### config.mk
export PLATFORM = sky130hd
export DESIGN_NAME = chaotic_keystream_pixel_xor
export DESIGN_NICKNAME = d
export VERILOG_FILES = /design/src/design/ckpx_pkg.sv /design/src/design/ckpx_ctrl.sv /design/src/design/ckpx_dp.sv /design/src/design/chaotic_keystream_pixel_xor.sv
export SDC_FILE = /design/constraint.sdc
export NUM_CORES = 2
export LEC_CHECK = 0
export BUFFER_PORTS_ARGS = -buffer_cell sky130_fd_sc_hd__buf_2
export CORE_MARGIN = 2
export CORE_UTILIZATION = 66
export CTS_CLUSTER_DIAMETER = 120
export CTS_CLUSTER_SIZE = 25
export DETAILED_ROUTE_END_ITERATION = 8
export MAX_ROUTING_LAYER = met4
export PLACE_DENSITY = 0.87
export SLEW_MARGIN = 20
export SYNTH_ARGS = -nofsm -noshare
export SYNTH_HDL_FRONTEND = slang
export SYNTH_HIERARCHICAL = 1
export SYNTH_SLANG_ARGS = --single-unit
### constraint.sdc
create_clock -name clk -period 13.3 [get_ports clk]
set_clock_uncertainty 0.05 [all_clocks]
set_input_delay 1.995 -clock clk [delete_from_list [all_inputs] [get_ports clk]]
set_output_delay 1.995 -clock clk [all_outputs]
set_load 0.05 [all_outputs]
### src/design/ckpx_pkg.sv
// ----------------------------------------------------------------------------
// ckpx_pkg
// Shared types and codes for the chaotic keystream pixel XOR block: the
// command bundle from the controller to the datapath and the step phase codes.
// ----------------------------------------------------------------------------
package ckpx_pkg;

    // Width of every fixed-point value and seed register.
    localparam int WORD_W  = 32;
    localparam int PHASE_W = 4;
    localparam int CFG_IDX_W = 8;

    // Configuration register indexes.
    localparam logic [CFG_IDX_W-1:0] REG_SEED_X = 8'd0;
    localparam logic [CFG_IDX_W-1:0] REG_SEED_Y = 8'd1;
    localparam logic [CFG_IDX_W-1:0] REG_SEED_Z = 8'd2;
    localparam logic [CFG_IDX_W-1:0] REG_SEED_W = 8'd3;

    // Phases of one Euler step on the shared multiplier.
    localparam logic [PHASE_W-1:0] PH_WW     = 4'd0; // w*w, (y-z)-x, z-y
    localparam logic [PHASE_W-1:0] PH_TBZ    = 4'd1; // tb*z
    localparam logic [PHASE_W-1:0] PH_TE     = 4'd2; // t*e, aw = a + ww
    localparam logic [PHASE_W-1:0] PH_AWY    = 4'd3; // aw*y, x update
    localparam logic [PHASE_W-1:0] PH_TY     = 4'd4; // t*y, z update
    localparam logic [PHASE_W-1:0] PH_D      = 4'd5; // d = (z-y) - p
    localparam logic [PHASE_W-1:0] PH_TGD    = 4'd6; // tg*d, w update
    localparam logic [PHASE_W-1:0] PH_WAIT   = 4'd7; // rounding of tg*d
    localparam logic [PHASE_W-1:0] PH_Y      = 4'd8; // y update
    localparam logic [PHASE_W-1:0] PH_LAST   = PH_Y;

    // Commands from the controller to the datapath.
    typedef struct packed {
        logic                 cap_in;    // latch the pixel bytes
        logic                 load_seed; // reload the state from the seeds
        logic                 step_en;   // a step phase is active
        logic [PHASE_W-1:0]   phase;     // which step phase
        logic                 load_out;  // load the result register
    } dp_cmd_t;

endpackage

### src/design/ckpx_ctrl.sv
// ----------------------------------------------------------------------------
// ckpx_ctrl
// Controller: input and output handshakes, warm-up step counter and the
// phase sequence of each Euler step.
// ----------------------------------------------------------------------------
module ckpx_ctrl #(
    parameter int WARMUP_STEPS = 5000
) (
    input  logic              clk,
    input  logic              rst_n,
    input  logic              in_valid,
    input  logic              first_pixel,
    output logic              in_stall,
    output logic              out_valid,
    input  logic              out_stall,
    output ckpx_pkg::dp_cmd_t cmd
);
    import ckpx_pkg::*;

    localparam int CNT_W = 13;
    localparam logic [CNT_W-1:0] WARM_LAST = CNT_W'(WARMUP_STEPS - 1);
    localparam logic             HAS_WARM  = (WARMUP_STEPS != 0);

    localparam logic [1:0] ST_IDLE = 2'd0;
    localparam logic [1:0] ST_STEP = 2'd1;
    localparam logic [1:0] ST_LOAD = 2'd2;

    logic [1:0]         state_reg, state_next;
    logic [PHASE_W-1:0] phase_reg, phase_next;
    logic [CNT_W-1:0]   count_reg, count_next;
    logic               warm_reg, warm_next;
    logic               out_valid_reg, out_valid_next;

    // Next-state logic of the sequencer.
    always_comb
    begin
        state_next     = state_reg;
        phase_next     = phase_reg;
        count_next     = count_reg;
        warm_next      = warm_reg;
        cmd            = '0;
        cmd.phase      = phase_reg;
        case (state_reg)
            ST_IDLE:
            begin
                if (in_valid)
                begin
                    cmd.cap_in = 1'b1;
                    phase_next = PH_WW;
                    state_next = ST_STEP;
                    if (first_pixel)
                    begin
                        cmd.load_seed = 1'b1;
                        count_next    = '0;
                        warm_next     = HAS_WARM;
                    end
                end
            end
            ST_STEP:
            begin
                cmd.step_en = 1'b1;
                if (phase_reg == PH_LAST)
                begin
                    phase_next = PH_WW;
                    if (warm_reg)
                    begin
                        count_next = count_reg + 1'b1;
                        if (count_reg == WARM_LAST)
                        begin
                            warm_next = 1'b0;
                        end
                    end
                    else
                    begin
                        state_next = ST_LOAD;
                    end
                end
                else
                begin
                    phase_next = phase_reg + 1'b1;
                end
            end
            ST_LOAD:
            begin
                if (!out_valid_reg || !out_stall)
                begin
                    cmd.load_out = 1'b1;
                    state_next   = ST_IDLE;
                end
            end
            default:
            begin
                state_next = ST_IDLE;
            end
        endcase
    end

    // The result register holds its beat until the sink takes it.
    always_comb
    begin
        out_valid_next = out_valid_reg;
        if (cmd.load_out)
        begin
            out_valid_next = 1'b1;
        end
        else if (out_valid_reg && !out_stall)
        begin
            out_valid_next = 1'b0;
        end
    end

    always_ff @(posedge clk or negedge rst_n)
    begin
        if (!rst_n)
        begin
            state_reg     <= ST_IDLE;
            phase_reg     <= PH_WW;
            count_reg     <= '0;
            warm_reg      <= 1'b0;
            out_valid_reg <= 1'b0;
        end
        else
        begin
            state_reg     <= state_next;
            phase_reg     <= phase_next;
            count_reg     <= count_next;
            warm_reg      <= warm_next;
            out_valid_reg <= out_valid_next;
        end
    end

    assign in_stall  = (state_reg != ST_IDLE);
    assign out_valid = out_valid_reg;

endmodule

### src/design/ckpx_dp.sv
// ----------------------------------------------------------------------------
// ckpx_dp
// Datapath: seed registers, generator state, one shared 32x32 multiplier
// with a rounding and saturation stage, key extraction and the result
// register.
// ----------------------------------------------------------------------------
module ckpx_dp #(
    parameter int FRAC_BITS = 24
) (
    input  logic                              clk,
    input  logic                              rst_n,
    input  ckpx_pkg::dp_cmd_t                 cmd,
    input  logic                              cfg_we,
    input  logic [ckpx_pkg::CFG_IDX_W-1:0]    cfg_index,
    input  logic [ckpx_pkg::WORD_W-1:0]       cfg_data,
    input  logic [7:0]                        channel_a,
    input  logic [7:0]                        channel_b,
    input  logic [7:0]                        channel_c,
    output logic [7:0]                        out_a,
    output logic [7:0]                        out_b,
    output logic [7:0]                        out_c,
    output logic [7:0]                        key_byte
);
    import ckpx_pkg::*;

    // Coefficients rounded to nearest at FRAC_BITS fraction bits.
    localparam longint ONE   = longint'(1) << FRAC_BITS;
    localparam longint HALFV = longint'(1) << (FRAC_BITS - 1);
    localparam longint CT_L  = (ONE + 500) / 1000;
    localparam longint CTB_L = (15 * ONE + 500) / 1000;
    localparam longint CTG_L = (10 * ONE + 500) / 1000;
    localparam longint CA_L  = -((112 * ONE + 50) / 100);
    localparam logic signed [WORD_W-1:0] C_T  = WORD_W'(CT_L);
    localparam logic signed [WORD_W-1:0] C_TB = WORD_W'(CTB_L);
    localparam logic signed [WORD_W-1:0] C_TG = WORD_W'(CTG_L);
    localparam logic signed [WORD_W-1:0] C_A  = WORD_W'(CA_L);
    localparam logic signed [63:0]       RND_HALF = 64'(HALFV);

    // Key shifts for the scales 2^11, 2^10, 2^12 and 2^10.
    localparam int SH_X = FRAC_BITS - 11;
    localparam int SH_Y = FRAC_BITS - 10;
    localparam int SH_Z = FRAC_BITS - 12;
    localparam int SH_W = FRAC_BITS - 10;

    localparam logic signed [WORD_W-1:0] S_MAX = {1'b0, {(WORD_W-1){1'b1}}};
    localparam logic signed [WORD_W-1:0] S_MIN = {1'b1, {(WORD_W-1){1'b0}}};

    function automatic logic signed [WORD_W-1:0] sat_add(
        input logic signed [WORD_W-1:0] a,
        input logic signed [WORD_W-1:0] b
    );
        logic signed [WORD_W:0] s;
        s = {a[WORD_W-1], a} + {b[WORD_W-1], b};
        if (s[WORD_W] != s[WORD_W-1])
        begin
            return s[WORD_W] ? S_MIN : S_MAX;
        end
        return s[WORD_W-1:0];
    endfunction

    function automatic logic signed [WORD_W-1:0] sat_sub(
        input logic signed [WORD_W-1:0] a,
        input logic signed [WORD_W-1:0] b
    );
        logic signed [WORD_W:0] s;
        s = {a[WORD_W-1], a} - {b[WORD_W-1], b};
        if (s[WORD_W] != s[WORD_W-1])
        begin
            return s[WORD_W] ? S_MIN : S_MAX;
        end
        return s[WORD_W-1:0];
    endfunction

    // Two low bits of v / 2^sh truncated toward zero.
    function automatic logic [1:0] key2(
        input logic signed [WORD_W-1:0] v,
        input int                       sh
    );
        logic [WORD_W:0] mag;
        logic [WORD_W:0] q;
        mag = v[WORD_W-1] ? ((WORD_W+1)'(0) - {v[WORD_W-1], v}) : {1'b0, v};
        q   = mag >> sh;
        if (v[WORD_W-1])
        begin
            q = (WORD_W+1)'(0) - q;
        end
        return q[1:0];
    endfunction

    logic signed [WORD_W-1:0] seed_x_reg, seed_y_reg, seed_z_reg, seed_w_reg;
    logic signed [WORD_W-1:0] x_reg, y_reg, z_reg, w_reg;
    logic signed [WORD_W-1:0] e_reg, zy_reg, aw_reg, d_reg, rnd_reg;
    logic signed [63:0]       prod_reg;
    logic signed [WORD_W-1:0] op_a, op_b, rnd_next;
    logic signed [63:0]       prod_next, biased, shifted;
    logic [7:0]               ch_a_reg, ch_b_reg, ch_c_reg;
    logic [7:0]               out_a_reg, out_b_reg, out_c_reg, key_reg;
    logic [7:0]               key_now;

    // Seed registers, written from the configuration port.
    always_ff @(posedge clk or negedge rst_n)
    begin
        if (!rst_n)
        begin
            seed_x_reg <= '0;
            seed_y_reg <= '0;
            seed_z_reg <= '0;
            seed_w_reg <= '0;
        end
        else if (cfg_we)
        begin
            case (cfg_index)
                REG_SEED_X: seed_x_reg <= cfg_data;
                REG_SEED_Y: seed_y_reg <= cfg_data;
                REG_SEED_Z: seed_z_reg <= cfg_data;
                REG_SEED_W: seed_w_reg <= cfg_data;
                default:    ;
            endcase
        end
    end

    // Multiplier operand selection by step phase.
    always_comb
    begin
        case (cmd.phase)
            PH_WW:
            begin
                op_a = w_reg;
                op_b = w_reg;
            end
            PH_TBZ:
            begin
                op_a = C_TB;
                op_b = z_reg;
            end
            PH_TE:
            begin
                op_a = C_T;
                op_b = e_reg;
            end
            PH_AWY:
            begin
                op_a = aw_reg;
                op_b = y_reg;
            end
            PH_TY:
            begin
                op_a = C_T;
                op_b = y_reg;
            end
            PH_TGD:
            begin
                op_a = C_TG;
                op_b = d_reg;
            end
            default:
            begin
                op_a = w_reg;
                op_b = w_reg;
            end
        endcase
    end

    assign prod_next = op_a * op_b;

    // Round to nearest, ties up, then saturate to the word range.
    always_comb
    begin
        biased  = prod_reg + RND_HALF;
        shifted = biased >>> FRAC_BITS;
        if (shifted > 64'(S_MAX))
        begin
            rnd_next = S_MAX;
        end
        else if (shifted < 64'(S_MIN))
        begin
            rnd_next = S_MIN;
        end
        else
        begin
            rnd_next = shifted[WORD_W-1:0];
        end
    end

    // Product and rounding pipeline runs every cycle.
    always_ff @(posedge clk)
    begin
        prod_reg <= prod_next;
        rnd_reg  <= rnd_next;
    end

    // Intermediate terms of the step.
    always_ff @(posedge clk)
    begin
        if (cmd.step_en)
        begin
            case (cmd.phase)
                PH_WW:
                begin
                    e_reg  <= sat_sub(sat_sub(y_reg, z_reg), x_reg);
                    zy_reg <= sat_sub(z_reg, y_reg);
                end
                PH_TE:   aw_reg <= sat_add(C_A, rnd_reg);
                PH_D:    d_reg  <= sat_sub(zy_reg, rnd_reg);
                default: ;
            endcase
        end
    end

    // Generator state: reloaded from the seeds or updated once per step.
    always_ff @(posedge clk or negedge rst_n)
    begin
        if (!rst_n)
        begin
            x_reg <= '0;
            y_reg <= '0;
            z_reg <= '0;
            w_reg <= '0;
        end
        else if (cmd.load_seed)
        begin
            x_reg <= seed_x_reg;
            y_reg <= seed_y_reg;
            z_reg <= seed_z_reg;
            w_reg <= seed_w_reg;
        end
        else if (cmd.step_en)
        begin
            case (cmd.phase)
                PH_AWY:  x_reg <= sat_add(x_reg, rnd_reg);
                PH_TY:   z_reg <= sat_add(z_reg, rnd_reg);
                PH_TGD:  w_reg <= sat_add(w_reg, rnd_reg);
                PH_Y:    y_reg <= sat_add(y_reg, rnd_reg);
                default: ;
            endcase
        end
    end

    // Key byte from the new state, x in the top bits.
    assign key_now = {key2(x_reg, SH_X), key2(y_reg, SH_Y),
                      key2(z_reg, SH_Z), key2(w_reg, SH_W)};

    // Pixel bytes and result register.
    always_ff @(posedge clk)
    begin
        if (cmd.cap_in)
        begin
            ch_a_reg <= channel_a;
            ch_b_reg <= channel_b;
            ch_c_reg <= channel_c;
        end
        if (cmd.load_out)
        begin
            out_a_reg <= ch_a_reg ^ key_now;
            out_b_reg <= ch_b_reg ^ key_now;
            out_c_reg <= ch_c_reg ^ key_now;
            key_reg   <= key_now;
        end
    end

    assign out_a    = out_a_reg;
    assign out_b    = out_b_reg;
    assign out_c    = out_c_reg;
    assign key_byte = key_reg;

endmodule

### src/design/chaotic_keystream_pixel_xor.sv
// ----------------------------------------------------------------------------
// chaotic_keystream_pixel_xor
// XORs each pixel's three bytes with a key byte drawn from a four-variable
// chaotic generator in saturating signed fixed point.
// ----------------------------------------------------------------------------
// After acceptance, a pixel runs one Euler step through the phases PH_WW to
// PH_Y on the single shared multiplier (multiply, then a rounding stage, with
// the w*w, a+ww, times y, times gamma chain setting the length). Then the
// result register is loaded, which waits while a held result is still stalled
// at the output. The next pixel is taken in the idle state after that load, so
// a new pixel is not accepted before the previous one is through. A pixel
// marked first_pixel reloads the seeds and first runs WARMUP_STEPS warm-up
// steps before its own step. A new pixel is accepted once the previous result
// sits in the output register, even if the sink still stalls it. Seed writes
// take effect at the next first pixel.
module chaotic_keystream_pixel_xor #(
    parameter int WARMUP_STEPS = 5000,
    parameter int FRAC_BITS    = 24
) (
    input  logic                           clk,
    input  logic                           rst_n,
    input  logic                           in_valid,
    output logic                           in_stall,
    input  logic [7:0]                     channel_a,
    input  logic [7:0]                     channel_b,
    input  logic [7:0]                     channel_c,
    input  logic                           first_pixel,
    output logic                           out_valid,
    input  logic                           out_stall,
    output logic [7:0]                     out_a,
    output logic [7:0]                     out_b,
    output logic [7:0]                     out_c,
    output logic [7:0]                     key_byte,
    input  logic                           cfg_valid,
    output logic                           cfg_ready,
    input  logic [ckpx_pkg::CFG_IDX_W-1:0] cfg_index,
    input  logic [ckpx_pkg::WORD_W-1:0]    cfg_data
);
    import ckpx_pkg::*;

    dp_cmd_t cmd;

    // Seeds must be written while idle; the block does not enforce this, and the port never holds off.
    assign cfg_ready = 1'b1;

    ckpx_ctrl #(
        .WARMUP_STEPS (WARMUP_STEPS)
    ) u_ctrl (
        .clk         (clk),
        .rst_n       (rst_n),
        .in_valid    (in_valid),
        .first_pixel (first_pixel),
        .in_stall    (in_stall),
        .out_valid   (out_valid),
        .out_stall   (out_stall),
        .cmd         (cmd)
    );

    ckpx_dp #(
        .FRAC_BITS (FRAC_BITS)
    ) u_dp (
        .clk       (clk),
        .rst_n     (rst_n),
        .cmd       (cmd),
        .cfg_we    (cfg_valid && cfg_ready),
        .cfg_index (cfg_index),
        .cfg_data  (cfg_data),
        .channel_a (channel_a),
        .channel_b (channel_b),
        .channel_c (channel_c),
        .out_a     (out_a),
        .out_b     (out_b),
        .out_c     (out_c),
        .key_byte  (key_byte)
    );

endmodule

==> results.cfg <==
[timing]
tns_ns = 0
slew_headroom = 0.1379
final_max_slew_viol_count = 0
max_freq_mhz = 86.15
layout_min_cycle_time_ns = 11.61
rsz0062_at_grt = false
min_period_over_period = 0.8727
worst_pin_slew_ns = 1.291
setup_viol = 0
finalHoldViolCount = 0

[yosys]
synth_cell_types = 115
synthSimpleGateAreaFrac = 0.1307
synth_xor_area_frac = 0.04307
synth_compound_area_frac = 0.1409
ys_ff_latch = 534
synth_top_family_by_area = adder cells
avgSynthCellArea_um2 = 9.104
synthAdderAreaFrac = 0.3857
async_reset_ff_frac = 0.5187
synth_edf_count = 184
synth_ff_type = dfrtp_1
yosys_warnings = 6
synth_nets = 9485
synth_area_um2 = 71780
synth_mux_area_frac = 0.02259
synth_seq_area_share = 0.1939
netlist_instances = 7884

[cells_and_area]
fin_util = 0.6990
final_cells = 9280
drive_above_1_share = 0.07398
area.growth.synth_to_final_pct = 4.696
largest_reg_flops = 41
fin_nets = 9435

[floorplan]
die_area_um2 = 111400
initial_core_util = 0.6677
die_h_um = 333.8
die_x_um = 333.8
rows = 120
ios = 105
core_um2 = 107500

[critical_path]
crit_required_ns = 13.84
arrival_ns = 12.15
crit_slowest_cell = dfrtp_1
critical_path_class = flip-flop to flip-flop
end_kind = flip-flop
cpPeakStageDelay_ns = 0.92
cp_max_fo = 36
crit_path_frequent_cell = fa_1
startpoint_type = flip-flop

[clock_tree]
cts_resized = 0
clockRootBuffer = clkbuf_16
clk_path_buf_depth = 3
post_cts_buffers = 0
insertion_delay_ns = 0.67
cts.sink_count = 534
ctsHoldBuffers = 0
cts_tree = done
cts.clk_slew.worst_paths_ns = 0.11
cts_htree_levels = 1
numCtsBuffers = 27

[placed_design]
dpl.cell_count = 9208
io_buffers = 103
detailed_place_hpwl_um = 210900
gp_congestion = 1.131

[drt]
wirelength_um = 263800
remaining_drc_errors = 0
wire_per_inst_um = 28.42
final_antenna_net_count = 0
avgViaCountPerCell = 6.676
via_count = 61950
drt_iter0_drc = 8179
firstDrtPassIters = 9

[global_route]
track_usage = 0.4926
antenna_found_initial = 18
grt_pass1_vias = 62700
overflow = 0
grt_max_degree = 176
grt_pass1_wl_um = 394200

[min_path]
hp-class = flip-flop to flip-flop

[job]
maxCapViolCount = 0

[outcome]
status = finished, final reports clean
[path summary, 6_finish.rpt]
| check | startpoint | endpoint | slack, ns | cells past startpoint |
|---|---|---|---|---|
| setup / recovery | u_ctrl/phase_reg[0] | u_dp/prod_reg[62] | 1.69 | 27 |
| hold / removal | u_dp/seed_y_reg[25] | u_dp/y_reg[25] | 0.43 | 2 |
| setup reg to reg | u_ctrl/phase_reg[0] | u_dp/prod_reg[62] | 1.69 | 27 |
| hold reg to reg | u_dp/seed_y_reg[25] | u_dp/y_reg[25] | 0.43 | 2 |
| max in group asynchronous | rst_n | u_dp/z_reg[11] | 10.32 | 2 |
| min in group asynchronous | rst_n | u_dp/seed_w_reg[23] | 1.32 | 1 |
[placed cells by master (no fill, tap or decap), drive strengths merged, types with 43 or more instances in the layout]
| cell type | instances |
|---|---|
| inv | 1204 |
| fa | 1089 |
| nand2 | 880 |
| nor2 | 748 |
| a21oi | 480 |
| ha | 442 |
| o21ai | 335 |
| buf | 283 |
| dfrtp | 277 |
| xnor2 | 240 |
| edfxtp | 184 |
| a21o | 162 |
| mux2 | 134 |
| nand3 | 119 |
| xor2 | 113 |
| a22oi | 86 |
| o21a | 75 |
| dfxtp | 73 |
| and3 | 60 |
| nand2b | 57 |
| nor3 | 56 |
| o21bai | 52 |
| o22ai | 51 |
| clkbuf | 43 |
[metrics by stage]
| stage | cell area (um^2) | hold slack, ns | worst slack [ns] |
|---|---|---|---|
| floorplan | 71780 | 0.3864 | 3.754 |
| detailed placement | 74260 | 0.4128 | 2.130 |
| finish | 75150 | 0.4292 | 1.693 |
| global placement | 74220 | 0.3991 | 1.396 |
| global route | 75140 | 0.4485 | 1.333 |
| CTS | 75090 | 0.4193 | 2.073 |
[synthesized netlist by cell type (all sizes together) (134+ instances only)]
library cell | n | area (um^2)
inv | 1202 | 4512
fa | 1089 | 21800
nand2 | 880 | 3311
nor2 | 748 | 2825
a21oi | 480 | 2474
ha | 442 | 5530
o21ai | 335 | 1692
clkbuf | 306 | 1150
dfrtp | 277 | 6932
xnor2 | 240 | 2102
edfxtp | 184 | 5525
a21o | 162 | 1217
mux2 | 134 | 1509
[logic make-up after synthesis]
| logic type | after synthesis |
|---|---|
| AND/OR/NAND/NOR | 2153 |
| flip-flops | 534 |
| XOR/XNOR | 353 |
| buffers and inverters | 1564 |
| AO/OA/AOI/OAI | 1569 |
| adder cells (fa/ha/maj) | 1566 |
| multiplexers | 144 |
| other | 1 |
[area by class of cell]
class | count | area, um^2
Antenna cell | 24 | 60.06
Clock buffer | 43 | 735.7
Clock inverter | 5 | 93.84
Fill cell | 8184 | 32350
Inverter | 1202 | 4514
Multi-Input combinational cell | 5786 | 52180
Sequential cell | 534 | 13920
Tap cell | 1403 | 1755
Timing Repair Buffer | 283 | 1889
[worst max-delay path: cells and delay by family (launching register included)]
family | cells | cell delay [ns]
compound gates | 3 | 0.64
simple gates | 10 | 4.08
flops | 1 | 0.92
buf+inv | 4 | 0.83
xor+xnor | 1 | 0.15
fa+ha+maj | 9 | 4.86
[per-layer routing]
| metal | vias to the layer above | global-route usage | part of all wire |
|---|---|---|---|
| met1 | 30450 | 0.6101 | 0.34 |
| met4 | 0 | 0.3179 | 0.084 |
| met3 | 1204 | 0.1682 | 0.15 |
| met5 | - | - | 0 |
| met2 | 4685 | 0.6898 | 0.42 |
| li1 | 25610 | - | - |
Power is left out: the tool's default activity adds up to more than one toggle a clock period on the data nets, which glitch-free logic cannot reach.
